$ cat src/rtl/sha512_pkg.sv
// SHA-512 package: round constants, initial hash, datapath command/status types.
// Used by sha512_ctrl, sha512_dp and sha512_hash_engine.
`timescale 1ns / 1ps
package sha512_pkg;

   localparam int WordWidth  = 64;
   localparam int NumRounds  = 80;
   localparam int BlockWords = 16;

   typedef enum logic [2:0] {
      PUSH_NONE = 3'd0,
      PUSH_DATA = 3'd1,   // message word, or masked final word with pad
      PUSH_PAD  = 3'd2,   // 0x80 followed by zeros
      PUSH_ZERO = 3'd3,
      PUSH_LENH = 3'd4,
      PUSH_LENL = 3'd5
   } push_sel_type;

   typedef struct packed {
      push_sel_type push;
      logic         start;      // load working vars from chain value
      logic         round;      // run one round
      logic         finish;     // add working vars into chain value
      logic         reinit;     // load initial hash, clear length
      logic         add_len;    // add input bytes to length
      logic         shift_out;  // rotate chain value for output
   } dp_cmd_type;

   typedef struct packed {
      logic [3:0] fill;
      logic       last_round;
   } dp_status_type;

   function automatic logic [63:0] round_k(input logic [6:0] t);
      logic [63:0] k [0:79];
      k = '{
         64'h428a2f98d728ae22, 64'h7137449123ef65cd, 64'hb5c0fbcfec4d3b2f, 64'he9b5dba58189dbbc,
         64'h3956c25bf348b538, 64'h59f111f1b605d019, 64'h923f82a4af194f9b, 64'hab1c5ed5da6d8118,
         64'hd807aa98a3030242, 64'h12835b0145706fbe, 64'h243185be4ee4b28c, 64'h550c7dc3d5ffb4e2,
         64'h72be5d74f27b896f, 64'h80deb1fe3b1696b1, 64'h9bdc06a725c71235, 64'hc19bf174cf692694,
         64'he49b69c19ef14ad2, 64'hefbe4786384f25e3, 64'h0fc19dc68b8cd5b5, 64'h240ca1cc77ac9c65,
         64'h2de92c6f592b0275, 64'h4a7484aa6ea6e483, 64'h5cb0a9dcbd41fbd4, 64'h76f988da831153b5,
         64'h983e5152ee66dfab, 64'ha831c66d2db43210, 64'hb00327c898fb213f, 64'hbf597fc7beef0ee4,
         64'hc6e00bf33da88fc2, 64'hd5a79147930aa725, 64'h06ca6351e003826f, 64'h142929670a0e6e70,
         64'h27b70a8546d22ffc, 64'h2e1b21385c26c926, 64'h4d2c6dfc5ac42aed, 64'h53380d139d95b3df,
         64'h650a73548baf63de, 64'h766a0abb3c77b2a8, 64'h81c2c92e47edaee6, 64'h92722c851482353b,
         64'ha2bfe8a14cf10364, 64'ha81a664bbc423001, 64'hc24b8b70d0f89791, 64'hc76c51a30654be30,
         64'hd192e819d6ef5218, 64'hd69906245565a910, 64'hf40e35855771202a, 64'h106aa07032bbd1b8,
         64'h19a4c116b8d2d0c8, 64'h1e376c085141ab53, 64'h2748774cdf8eeb99, 64'h34b0bcb5e19b48a8,
         64'h391c0cb3c5c95a63, 64'h4ed8aa4ae3418acb, 64'h5b9cca4f7763e373, 64'h682e6ff3d6b2b8a3,
         64'h748f82ee5defb2fc, 64'h78a5636f43172f60, 64'h84c87814a1f0ab72, 64'h8cc702081a6439ec,
         64'h90befffa23631e28, 64'ha4506cebde82bde9, 64'hbef9a3f7b2c67915, 64'hc67178f2e372532b,
         64'hca273eceea26619c, 64'hd186b8c721c0c207, 64'heada7dd6cde0eb1e, 64'hf57d4f7fee6ed178,
         64'h06f067aa72176fba, 64'h0a637dc5a2c898a6, 64'h113f9804bef90dae, 64'h1b710b35131c471b,
         64'h28db77f523047d84, 64'h32caab7b40c72493, 64'h3c9ebe0a15c9bebc, 64'h431d67c49c100d4c,
         64'h4cc5d4becb3e42b6, 64'h597f299cfc657e2a, 64'h5fcb6fab3ad6faec, 64'h6c44198c4a475817};
      return k[t];
   endfunction

   function automatic logic [63:0] init_h(input logic [2:0] i);
      logic [63:0] h [0:7];
      h = '{64'h6a09e667f3bcc908, 64'hbb67ae8584caa73b, 64'h3c6ef372fe94f82b,
            64'ha54ff53a5f1d36f1, 64'h510e527fade682d1, 64'h9b05688c2b3e6c1f,
            64'h1f83d9abfb41bd6b, 64'h5be0cd19137e2179};
      return h[i];
   endfunction

endpackage

$ cat src/rtl/sha512_ctrl.sv
// SHA-512 controller: sequences word pushes, padding, rounds and digest output.
// Depends on sha512_pkg.
`timescale 1ns / 1ps
module sha512_ctrl (
   input  logic                      clock,
   input  logic                      reset,
   input  logic                      req_valid,
   output logic                      req_stall,
   input  logic [3:0]                req_byte_count,
   input  logic                      req_final_word,
   output logic                      rsp_valid,
   input  logic                      rsp_stall,
   output logic [2:0]                rsp_word_index,
   output logic                      rsp_digest_end,
   output sha512_pkg::dp_cmd_type    cmd,
   input  sha512_pkg::dp_status_type status
);

   typedef enum logic [7:0] {
      S_IDLE  = 8'b00000001,
      S_PAD   = 8'b00000010,  // pushing 0x80 word after a full final word
      S_ZERO  = 8'b00000100,  // zero fill, then upper length word
      S_LENL  = 8'b00001000,  // lower length word
      S_START = 8'b00010000,
      S_ROUND = 8'b00100000,
      S_FIN   = 8'b01000000,
      S_OUT   = 8'b10000000
   } state_type;

   state_type   state_ff, state_in;
   logic        final_ff, final_in;   // padding under way
   logic        pad_ff, pad_in;       // 0x80 word still owed
   logic [2:0]  idx_ff, idx_in;
   logic        len_in_ff, len_in_in; // length words are in the block
   logic        acc;

   assign acc       = req_valid && !req_stall;
   assign req_stall = (state_ff != S_IDLE);
   assign rsp_valid = (state_ff == S_OUT);
   assign rsp_word_index = idx_ff;
   assign rsp_digest_end = (idx_ff == 3'd7);

   always_comb begin
      state_in  = state_ff;
      final_in  = final_ff;
      pad_in    = pad_ff;
      idx_in    = idx_ff;
      len_in_in = len_in_ff;
      cmd       = '0;
      cmd.push  = sha512_pkg::PUSH_NONE;
      unique case (state_ff)
         S_IDLE: if (acc) begin
            cmd.push    = sha512_pkg::PUSH_DATA;
            cmd.add_len = 1'b1;
            if (!req_final_word) begin
               state_in = (status.fill == 4'd15) ? S_START : S_IDLE;
            end else begin
               final_in = 1'b1;
               pad_in   = (req_byte_count >= 4'd8);
               state_in = (status.fill == 4'd15) ? S_START : (pad_in ? S_PAD : S_ZERO);
            end
         end
         S_PAD: begin
            cmd.push = sha512_pkg::PUSH_PAD;
            pad_in   = 1'b0;
            state_in = (status.fill == 4'd15) ? S_START : S_ZERO;
         end
         S_ZERO: begin
            // length goes in the last two slots; a pad in slot 14 forces one more block
            if (status.fill == 4'd14) begin
               cmd.push = sha512_pkg::PUSH_LENH;
               state_in = S_LENL;
            end else begin
               cmd.push = sha512_pkg::PUSH_ZERO;
               state_in = (status.fill == 4'd15) ? S_START : S_ZERO;
            end
         end
         S_LENL: begin
            cmd.push  = sha512_pkg::PUSH_LENL;
            len_in_in = 1'b1;
            state_in  = S_START;
         end
         S_START: begin
            cmd.start = 1'b1;
            state_in  = S_ROUND;
         end
         S_ROUND: begin
            cmd.round = 1'b1;
            if (status.last_round) state_in = S_FIN;
         end
         S_FIN: begin
            cmd.finish = 1'b1;
            // without the length words in yet, another block follows
            if (!final_ff)      state_in = S_IDLE;
            else if (pad_ff)    state_in = S_PAD;
            else if (len_in_ff) state_in = S_OUT;
            else                state_in = S_ZERO;
         end
         S_OUT: if (!rsp_stall) begin
            cmd.shift_out = 1'b1;
            idx_in = idx_ff + 3'd1;
            if (idx_ff == 3'd7) begin
               cmd.reinit = 1'b1;
               final_in   = 1'b0;
               len_in_in  = 1'b0;
               state_in   = S_IDLE;
            end
         end
         default: state_in = S_IDLE;
      endcase
   end

   always_ff @(posedge clock) begin
      if (reset) begin
         state_ff  <= S_IDLE;
         final_ff  <= 1'b0;
         pad_ff    <= 1'b0;
         idx_ff    <= 3'd0;
         len_in_ff <= 1'b0;
      end else begin
         state_ff  <= state_in;
         final_ff  <= final_in;
         pad_ff    <= pad_in;
         idx_ff    <= idx_in;
         len_in_ff <= len_in_in;
      end
   end

endmodule

$ cat config.mk
export PLATFORM = sky130hd
export DESIGN_NAME = sha512_ctrl
export DESIGN_NICKNAME = d
export VERILOG_FILES = /design/src/rtl/sha512_pkg.sv /design/src/rtl/sha512_ctrl.sv
export SDC_FILE = /design/constraint.sdc
export NUM_CORES = 1
export LEC_CHECK = 0
export ABC_AREA = 0
export BUFFER_PORTS_ARGS = -buffer_cell sky130_fd_sc_hd__buf_2
export CAP_MARGIN = 20
export CORE_ASPECT_RATIO = 1.1
export CORE_UTILIZATION = 50
export CTS_CLUSTER_DIAMETER = 30
export DETAILED_ROUTE_END_ITERATION = 7
export HOLD_SLACK_MARGIN = 0.12
export PLACE_DENSITY = 0.8
export SLEW_MARGIN = 30
export SYNTH_ARGS = -nofsm -noshare
export SYNTH_HDL_FRONTEND = slang
export SYNTH_SLANG_ARGS = --single-unit
$ cat constraint.sdc
create_clock -name clock -period 2.3 [get_ports clock]
set_input_delay 0.115 -clock clock [delete_from_list [all_inputs] [get_ports clock]]
set_output_delay 0.115 -clock clock [all_outputs]
set_load 0.01 [all_outputs]
### Word-level counts from Yosys, hierarchy flattened

Index checks and enable logic that the tools add are counted.

* add/sub/neg operators: 1
* $mul: 0
* divide/modulo/power cells: 0
* $lt $le $gt $ge: 1
* equal/unequal tests: 17
* shifts and indexed selects: 0
* multiplexer cells: 36
* bitwise operators: 1
* reductions and logical operators: 10

Operator list (count)
* 8-bit case mux with 8 select lines: 1
* 8-bit two-way mux: 7
* 5-bit two-way mux: 5
* 1-bit two-way mux: 17
* 3-bit case mux with 4 select lines: 1
* 4-bit equality test, second input constant: 2
* 8-bit by 1-bit equality test with 1-bit output, second input constant: 1
* 8-bit by 2-bit equality test with 1-bit output, second input constant: 1
* 8-bit by 3-bit equality test with 1-bit output, second input constant: 1
* 8-bit by 4-bit equality test with 1-bit output, second input constant: 1
* 8-bit by 5-bit equality test with 1-bit output, second input constant: 1
* 8-bit by 6-bit equality test with 1-bit output, second input constant: 1
* 8-bit by 7-bit equality test with 1-bit output, second input constant: 1
* 8-bit equality test, second input constant: 1
* 2-bit != test, second input constant: 4
* 8-bit by 1-bit != test with 1-bit output, second input constant: 1
* 3-bit two-way mux: 2
* 1-bit case mux with 2 select lines: 3
* 3-bit AND reduction: 2
* 2-bit nonzero test: 3
* 5-bit AND reduction: 1
* 4-bit >= comparator, second input constant: 1
* 4-bit AND reduction: 1
* 3-bit by 1-bit adder with 3-bit output, second input constant: 1
* 6 further kinds: 6

* flip-flop bits (word level): 14
* bits in latches: 0
* memory bits (writable): 0
* memory bits (read-only): 0
* input port bits: 14
* output and inout bits: 15
* word-level logic and storage cells: 71
* memories kept: 0

### Longest topological paths before layout

Gate-level depths: netlist (run 1).

* depth in word-level cells: 6
* gate-level depth with buffers: 6
* depth with buffers taken out: 6

### Worst setup path after synthesis (run 1)

Ideal clock, no wire load.

* path kind: reg-to-reg
* start point: register state_ff[1]
* end point: register state_ff[2]
* setup time: 0.088 ns
* arrival time: 1.730 ns
* required time: 2.212 ns
* slack: 0.482 ns
* stages on the path, launching flop included: 7
* path buffers: 2
* clock period less this slack: 1.818 ns
* cell sequence: dfxtp_1 buf_6 nor4_4 and4b_1 buf_4 or4b_1 a311oi_2

* longest elaborated chain between the ends: 5
* elaborated cells between the ends (all ways): 17
* those cells by class: eq/ne: 13; mux: 1; reduce/logical: 3

RTL lines
* from (decl): line sha512_ctrl.sv:30 `state_type state_ff, state_in;`
* from (signal assigned): line sha512_ctrl.sv:121 `state_ff <= state_in;`
* 8-bit by 1-bit != test with 1-bit output: line sha512_ctrl.sv:38 `assign req_stall = (state_ff != S_IDLE);`
* 1-bit zero test: line sha512_ctrl.sv:37 `assign acc = req_valid && !req_stall;`
* 1-bit logical AND: line sha512_ctrl.sv:37
* 2-bit != test (no line)
* 4-bit AND reduction (no line)

Parallel ways exist; a longest one is shown, timed or not.
A chain may end at the register's enable or synchronous reset.

==> results of run 1 <==
cell usage after synthesis (all sizes together), types with 2 or more instances:
cell and number:
dfxtp 14, nor2 12, inv 9, nand2 8, clkbuf 7, a21oi 6, nand3 6, o21ai 6
nor3 5, nor4 5, mux2i 3, nand2b 3, nand4b 3, xor2 3, a311oi 2, and3 2
and4b 2, buf 2, ha 2, nand3b 2, nand4 2, nor2b 2, nor3b 2, o2111ai 2
or4b 2
sequential cells by signal, indices dropped and copies added (netlist names):
signal          flops
state_ff            8
rsp_word_index      3
final_ff            1
len_in_ff           1
pad_ff              1
repair_timing:
action / CTS / global route
resized for setup: 0 / 0
endpoints found under the hold margin: 4 / 0
hold buffers: 3 / 0
worst max-delay path, cell delays in order (launching register included):
cell and delay, ps:
sky130_fd_sc_hd__dfxtp_1 600, sky130_fd_sc_hd__nor4b_1 540, sky130_fd_sc_hd__and3_1 250, sky130_fd_sc_hd__o21bai_1 100, sky130_fd_sc_hd__buf_2 140
cell families (layout without fill, tap and decap cells):
group / Yosys count / count (layout) / synth area share (%)
flip-flops: 14 / 14 / 28.3
XOR/XNOR: 3 / 3 / 2.66
multiplexers: 3 / 3 / 3.03
adder cells (fa/ha/maj): 2 / 2 / 2.53
buffers and inverters: 18 / 40 / 7.97
AO/OA/AOI/OAI: 26 / 26 / 18.6
AND/OR/NAND/NOR: 60 / 60 / 36.9
stage by stage:
stage          total power [W]  setup slack [ps]  hold slack [ps]  instances  area (um^2)
6_report              0.000596               268              150        175         1160
5_1_grt               0.000627               136              173        175         1160
4_1_cts               0.000599               260              140        175         1160
3_5_place_dp          0.000452               317              382        169         1100
3_3_place_gp          0.000446               366              374        169         1100
2_1_floorplan         0.000407               482              257        126          990
power breakdown:
group	switching [W]	total, W	internal [W]
Sequential	0.0000265	0.000279	0.000253
Clock	0.0000828	0.000144	0.0000608
Combinational	0.0000913	0.000173	0.0000817
Total	0.000201	0.000596	0.000395
metal layers:
metal  wire [um]  track usage [%]
met5           0                0
met4          36             7.58
met3          78             2.24
met2        1160             37.0
met1        1030             31.4
worst max-delay path by stage:
| stage | startpoint | endpoint | cells after the start | slack [ps] |
|---|---|---|---|---|
| after floorplan | state_ff[1] | state_ff[2] | 6 | 480 |
| after global placement | state_ff[0] | state_ff[2] | 4 | 370 |
| after detailed placement | state_ff[0] | state_ff[2] | 4 | 320 |
| after CTS | state_ff[0] | cmd[6] | 4 | 260 |
| after global routing | state_ff[0] | cmd[6] | 4 | 140 |
| final | state_ff[0] | cmd[6] | 4 | 270 |
area by class of cell:
class / count / share of cell area [%]
Clock buffer: 3 / 1.95
Timing Repair Buffer: 28 / 13.4
Tap cell: 27 / 2.92
Multi-Input combinational cell: 94 / 54.5
Inverter: 9 / 2.92
Sequential cell: 14 / 24.2
==> qor.tcl, run 1 <==
set qor(synth-seq-cells) 14
set qor(synth.net_count) 142
set qor(overflow) 0
set qor(antenna_found_initial) 0
set qor(layout-drive-gt1-share_pct) 20.9
set qor(ioPinCount) 29
set qor(reg2regPathDepth) 4
set qor(worstHoldPathCells) 3
set qor(slew_headroom_pct) 60.8
set qor(placement_rows) 16
set qor(clock_latency_ps) 280
set qor(place_hpwl_um) 1770
set qor(final-hold-violation-count) 0
set qor(critPathRequiredTime_ps) 2180
set qor(totalNegativeSetupSlack_ps) 0
set qor(asyncSetResetFlopFracSynth_pct) 0
set qor(die-area_mm2) 0.00216
set qor(achievable-frequency_ghz) 0.492
set qor(wl_per_cell_um) 13.2
set qor(vdd_ir_drop_max_v) 0.000385
set qor(timing.final.max_slew_violations) 0
set qor(worstReg2RegEnd) {state_ff[2]}
set qor(yosys_warnings) 0
set qor(vias) 1004
set qor(skew_ps) 3.21
set qor(floorplan_core_area_mm2) 0.00182
set qor(hold_crit_start) {req_final_word}
set qor(clock_path_buffers) 2
set qor(final_cell_mix) {25 x sky130_fd_sc_hd__buf_2, 14 x sky130_fd_sc_hd__dfxtp_1, 12 x sky130_fd_sc_hd__nor2_1}
set qor(post_synth.cell_area_avg_um2) 7.85
set qor(largest_area_contributor_in_the_synthesized_netlist) {sky130_fd_sc_hd__dfxtp_1}
set qor(track_usage_pct) 22.9
set qor(period_share_pct) 88.3
set qor(ant_nets) 0
set qor(htreeDepth) 1
set qor(area_growth_pct) 16.8
set qor(worstMarginPinSlew_ps) 583
set qor(root_buffer) {sky130_fd_sc_hd__clkbuf_4}
set qor(timing.critical_path.from_type) {flip-flop}
set qor(cts.sink_count) 14
set qor(numPortBuffers) 25
set qor(routabilityCongestion) 0.851
set qor(clk_pin_slew_ps) 90
set qor(die_height_um) 48.7
set qor(power.density_mw_per_mm2) 515
set qor(timing.critical_path.arrival_ps) 1920
set qor(yosysTopAreaCellShare_pct) 28.3
set qor(first_global_vias) 875
set qor(nFillCells) 163
set qor(power_leakage_nw) 0.510
set qor(ys_seq_area_share_pct) 28.3
set qor(multi_input_area_um2) 631
set qor(dr.first_iter.drc_count) 17
set qor(min_to) {state_ff[1]}
set qor(period_needed_ps) 2030
set qor(start_util_pct) 54.3
set qor(reg2reg_setup_slack_ps) 280
set qor(synth.distinct_cells) 43
set qor(ff_latch_area_um2) 280
set qor(outcome) {finished, final reports clean}
set qor(drtPass1Iterations) 4
set qor(worst-path-max-fanout) 13
set qor(rr_startpoint) {state_ff[0]}
set qor(cts_tree) {done}
set qor(post-cts-setup-buffer-count) 0
set qor(route.detailed.vias_per_inst) 5.74
set qor(postSynthCellCount) 126
set qor(setup.worst_path.end_class) {output port}
set qor(maxCapViolations) 0
set qor(synth_area_leaders) {sky130_fd_sc_hd__dfxtp_1 28%, sky130_fd_sc_hd__nor2_1 4.6%, sky130_fd_sc_hd__inv_1 3.4%, sky130_fd_sc_hd__a21oi_1 3.0%, sky130_fd_sc_hd__mux2i_1 3.0%}
set qor(numCtsBuffers) 3
set qor(rsz0062_at_grt) {no}
set qor(n_antenna_cell) 0
set qor(netlist_area_um2) 990
set qor(report.final.setup_viol) 0
set qor(route.detailed.drc) 0
set qor(grt_first_pass_wirelength_um) 3810
set qor(crit_type) {reg -> out}
set qor(final_common_cell) {sky130_fd_sc_hd__buf_2}
set qor(die-width_um) 44.4
set qor(detail_route.wirelength_um) 2310
set qor(min_path_type) {in -> reg}
set qor(grt_start_max_net_pins) 15
set qor(finalCoreUtilization_pct) 63.5
set qor(ys_dominant_reg_cell) {sky130_fd_sc_hd__dfxtp_1}
set qor(nNetsFinal) 166
set qor(synth_enable_flop_cells) 0
No activity file was read; power rests on OpenSTA's default activity.
==> inputs of run 2 (changes only) <==
==> constraint.sdc (replaced) <==
create_clock -name clock -period 2.2 [get_ports clock]
set_input_delay 0.11 -clock clock [delete_from_list [all_inputs] [get_ports clock]]
set_output_delay 0.11 -clock clock [all_outputs]
set_load 0.01 [all_outputs]
==> run 2 against run 1 <==
Effect of this change:
- power up 5.8%
- global-route usage is 1.4 points higher
- combinational power is 5% higher
- count of clock-buffer cells in the layout stayed put
==> qor.tcl, run 2 (synthesized netlist as in run 1, its figures left out) <==
set qor(area_growth_pct) 17.2
set qor(min_to) {state_ff[1]}
set qor(layout-drive-gt1-share_pct) 22.3
set qor(grt_start_max_net_pins) 15
set qor(clock_latency_ps) 290
set qor(worstHoldPathCells) 3
set qor(nFillCells) 173
set qor(dr.first_iter.drc_count) 30
set qor(first_global_vias) 919
set qor(vdd_ir_drop_max_v) 0.000401
set qor(period_share_pct) 90.1
set qor(maxCapViolations) 0
set qor(cts_tree) {done}
set qor(htreeDepth) 1
set qor(timing.critical_path.from_type) {flip-flop}
set qor(vias) 1035
set qor(clk_pin_slew_ps) 90
set qor(track_usage_pct) 24.3
set qor(nNetsFinal) 166
set qor(die-width_um) 44.4
set qor(final-hold-violation-count) 0
set qor(setup.worst_path.end_class) {flip-flop}
set qor(critPathRequiredTime_ps) 2430
set qor(placement_rows) 16
set qor(route.detailed.drc) 0
set qor(power_leakage_nw) 0.514
set qor(reg2reg_setup_slack_ps) 220
set qor(route.detailed.vias_per_inst) 5.91
set qor(whs_ps) 122
set qor(worst-path-max-fanout) 13
set qor(root_buffer) {sky130_fd_sc_hd__clkbuf_4}
set qor(place_hpwl_um) 1830
set qor(min_path_type) {in -> reg}
set qor(drtPass1Iterations) 4
set qor(clock_path_buffers) 2
set qor(totalNegativeSetupSlack_ps) 0
set qor(period_needed_ps) 1980
set qor(report.final.setup_viol) 0
set qor(final_cell_mix) {25 x sky130_fd_sc_hd__buf_2, 14 x sky130_fd_sc_hd__dfxtp_1, 12 x sky130_fd_sc_hd__nor2_1}
set qor(floorplan_core_area_mm2) 0.00182
set qor(outcome) {finished, final reports clean}
set qor(worstReg2RegEnd) {state_ff[0]}
set qor(die-area_mm2) 0.00216
set qor(numPortBuffers) 25
set qor(die_height_um) 48.7
set qor(final_common_cell) {sky130_fd_sc_hd__buf_2}
set qor(achievable-frequency_ghz) 0.505
set qor(hold_crit_start) {req_byte_count[3]}
set qor(wl_per_cell_um) 13.6
set qor(rsz0062_at_grt) {no}
set qor(timing.critical_path.arrival_ps) 2220
set qor(routabilityCongestion) 0.873
set qor(cts.sink_count) 14
set qor(power.density_mw_per_mm2) 543
set qor(n_antenna_cell) 0
set qor(antenna_found_initial) 0
set qor(registers.top_by_ff_count) {state_ff}
set qor(worstMarginPinSlew_ps) 644
set qor(ant_nets) 0
set qor(numCtsBuffers) 3
set qor(slew_headroom_pct) 56.7
set qor(start_util_pct) 54.3
set qor(rr_startpoint) {state_ff[0]}
set qor(grt_first_pass_wirelength_um) 3980
set qor(detail_route.wirelength_um) 2370
set qor(crit_type) {reg -> reg}
set qor(skew_ps) 10.5
set qor(number_of_flip_flops_in_the_largest_register) 8
set qor(ioPinCount) 29
set qor(timing.final.max_slew_violations) 0
set qor(reg2regPathDepth) 4
set qor(post-cts-setup-buffer-count) 0
set qor(overflow) 0
==> run 2: changes by cell type in the layout (fill, tap and decap cells not counted), sizes merged <==
cell / delta
buf: +1
dlygate4sd3: -1
==> run 2: worst max-delay path: stages (launching register included) <==
cell	delay, ps
sky130_fd_sc_hd__dfxtp_1	450
sky130_fd_sc_hd__or4_1	640
sky130_fd_sc_hd__or3_1	420
sky130_fd_sc_hd__o2111ai_1	210
sky130_fd_sc_hd__o32a_1	210
==> run 2: metrics by stage <==
step | setup slack [ps] | cell area (um^2) | util (%) | power [W] | cells
after CTS | 121 | 1150 | 63.3 | 0.000622 | 175
after detailed placement | 249 | 1110 | 61.0 | 0.000472 | 170
after global placement | 307 | 1110 | 61.0 | 0.000466 | 170
after floorplan | 382 | 990 | - | 0.000426 | 126
final | 218 | 1160 | 63.7 | 0.000630 | 175
after global routing | 117 | 1160 | 63.7 | 0.000658 | 175
==> run 2: worst max path at each step <==
stage / start / endpoint / slack [ps] / depth (start not counted)
after floorplan: state_ff[1] / state_ff[2] / 380 / 6
after global placement: state_ff[0] / state_ff[0] / 310 / 4
after detailed placement: state_ff[0] / state_ff[0] / 250 / 4
after CTS: state_ff[0] / cmd[6] / 120 / 4
after global routing: state_ff[0] / state_ff[2] / 120 / 4
final: state_ff[0] / state_ff[0] / 220 / 4
==> run 2: report_power, final <==
part | internal, W | total [W] | switching (W) | leakage, nW
Sequential | 0.000264 | 0.000292 | 0.0000284 | 0.113
Clock | 0.0000638 | 0.000156 | 0.0000918 | 0.0138
Combinational | 0.0000864 | 0.000182 | 0.0000955 | 0.387
Total | 0.000414 | 0.000630 | 0.000216 | 0.514
==> run 2: layout make-up <==
| type | count | area, um^2 | area share [%] |
|---|---|---|---|
| clock buffer | 3 | 22.5 | 1.94 |
| inverter | 9 | 33.8 | 2.91 |
| multi-input combinational | 94 | 637 | 54.9 |
| sequential | 14 | 280 | 24.2 |
| tap | 27 | 33.8 | 2.91 |
| timing repair buffer | 28 | 153 | 13.2 |
==> run 2: per-layer routing <==
layer  wire length (um)  track usage, %  vias up
met3                 97            3.36        4
li1                   -               -      509
met2               1180            38.7       27
met4                 39            9.09        0
met1               1060            32.7      495
met5                  0               0        -
==> run 2: timing repair <==
| action | CTS | global route |
|---|---|---|
| hold buffers | 2 | 0 |
| setup endpoints to repair | 0 | 1 |
| resized for setup | 0 | 1 |
| hold endpoints to repair | 7 | 0 |
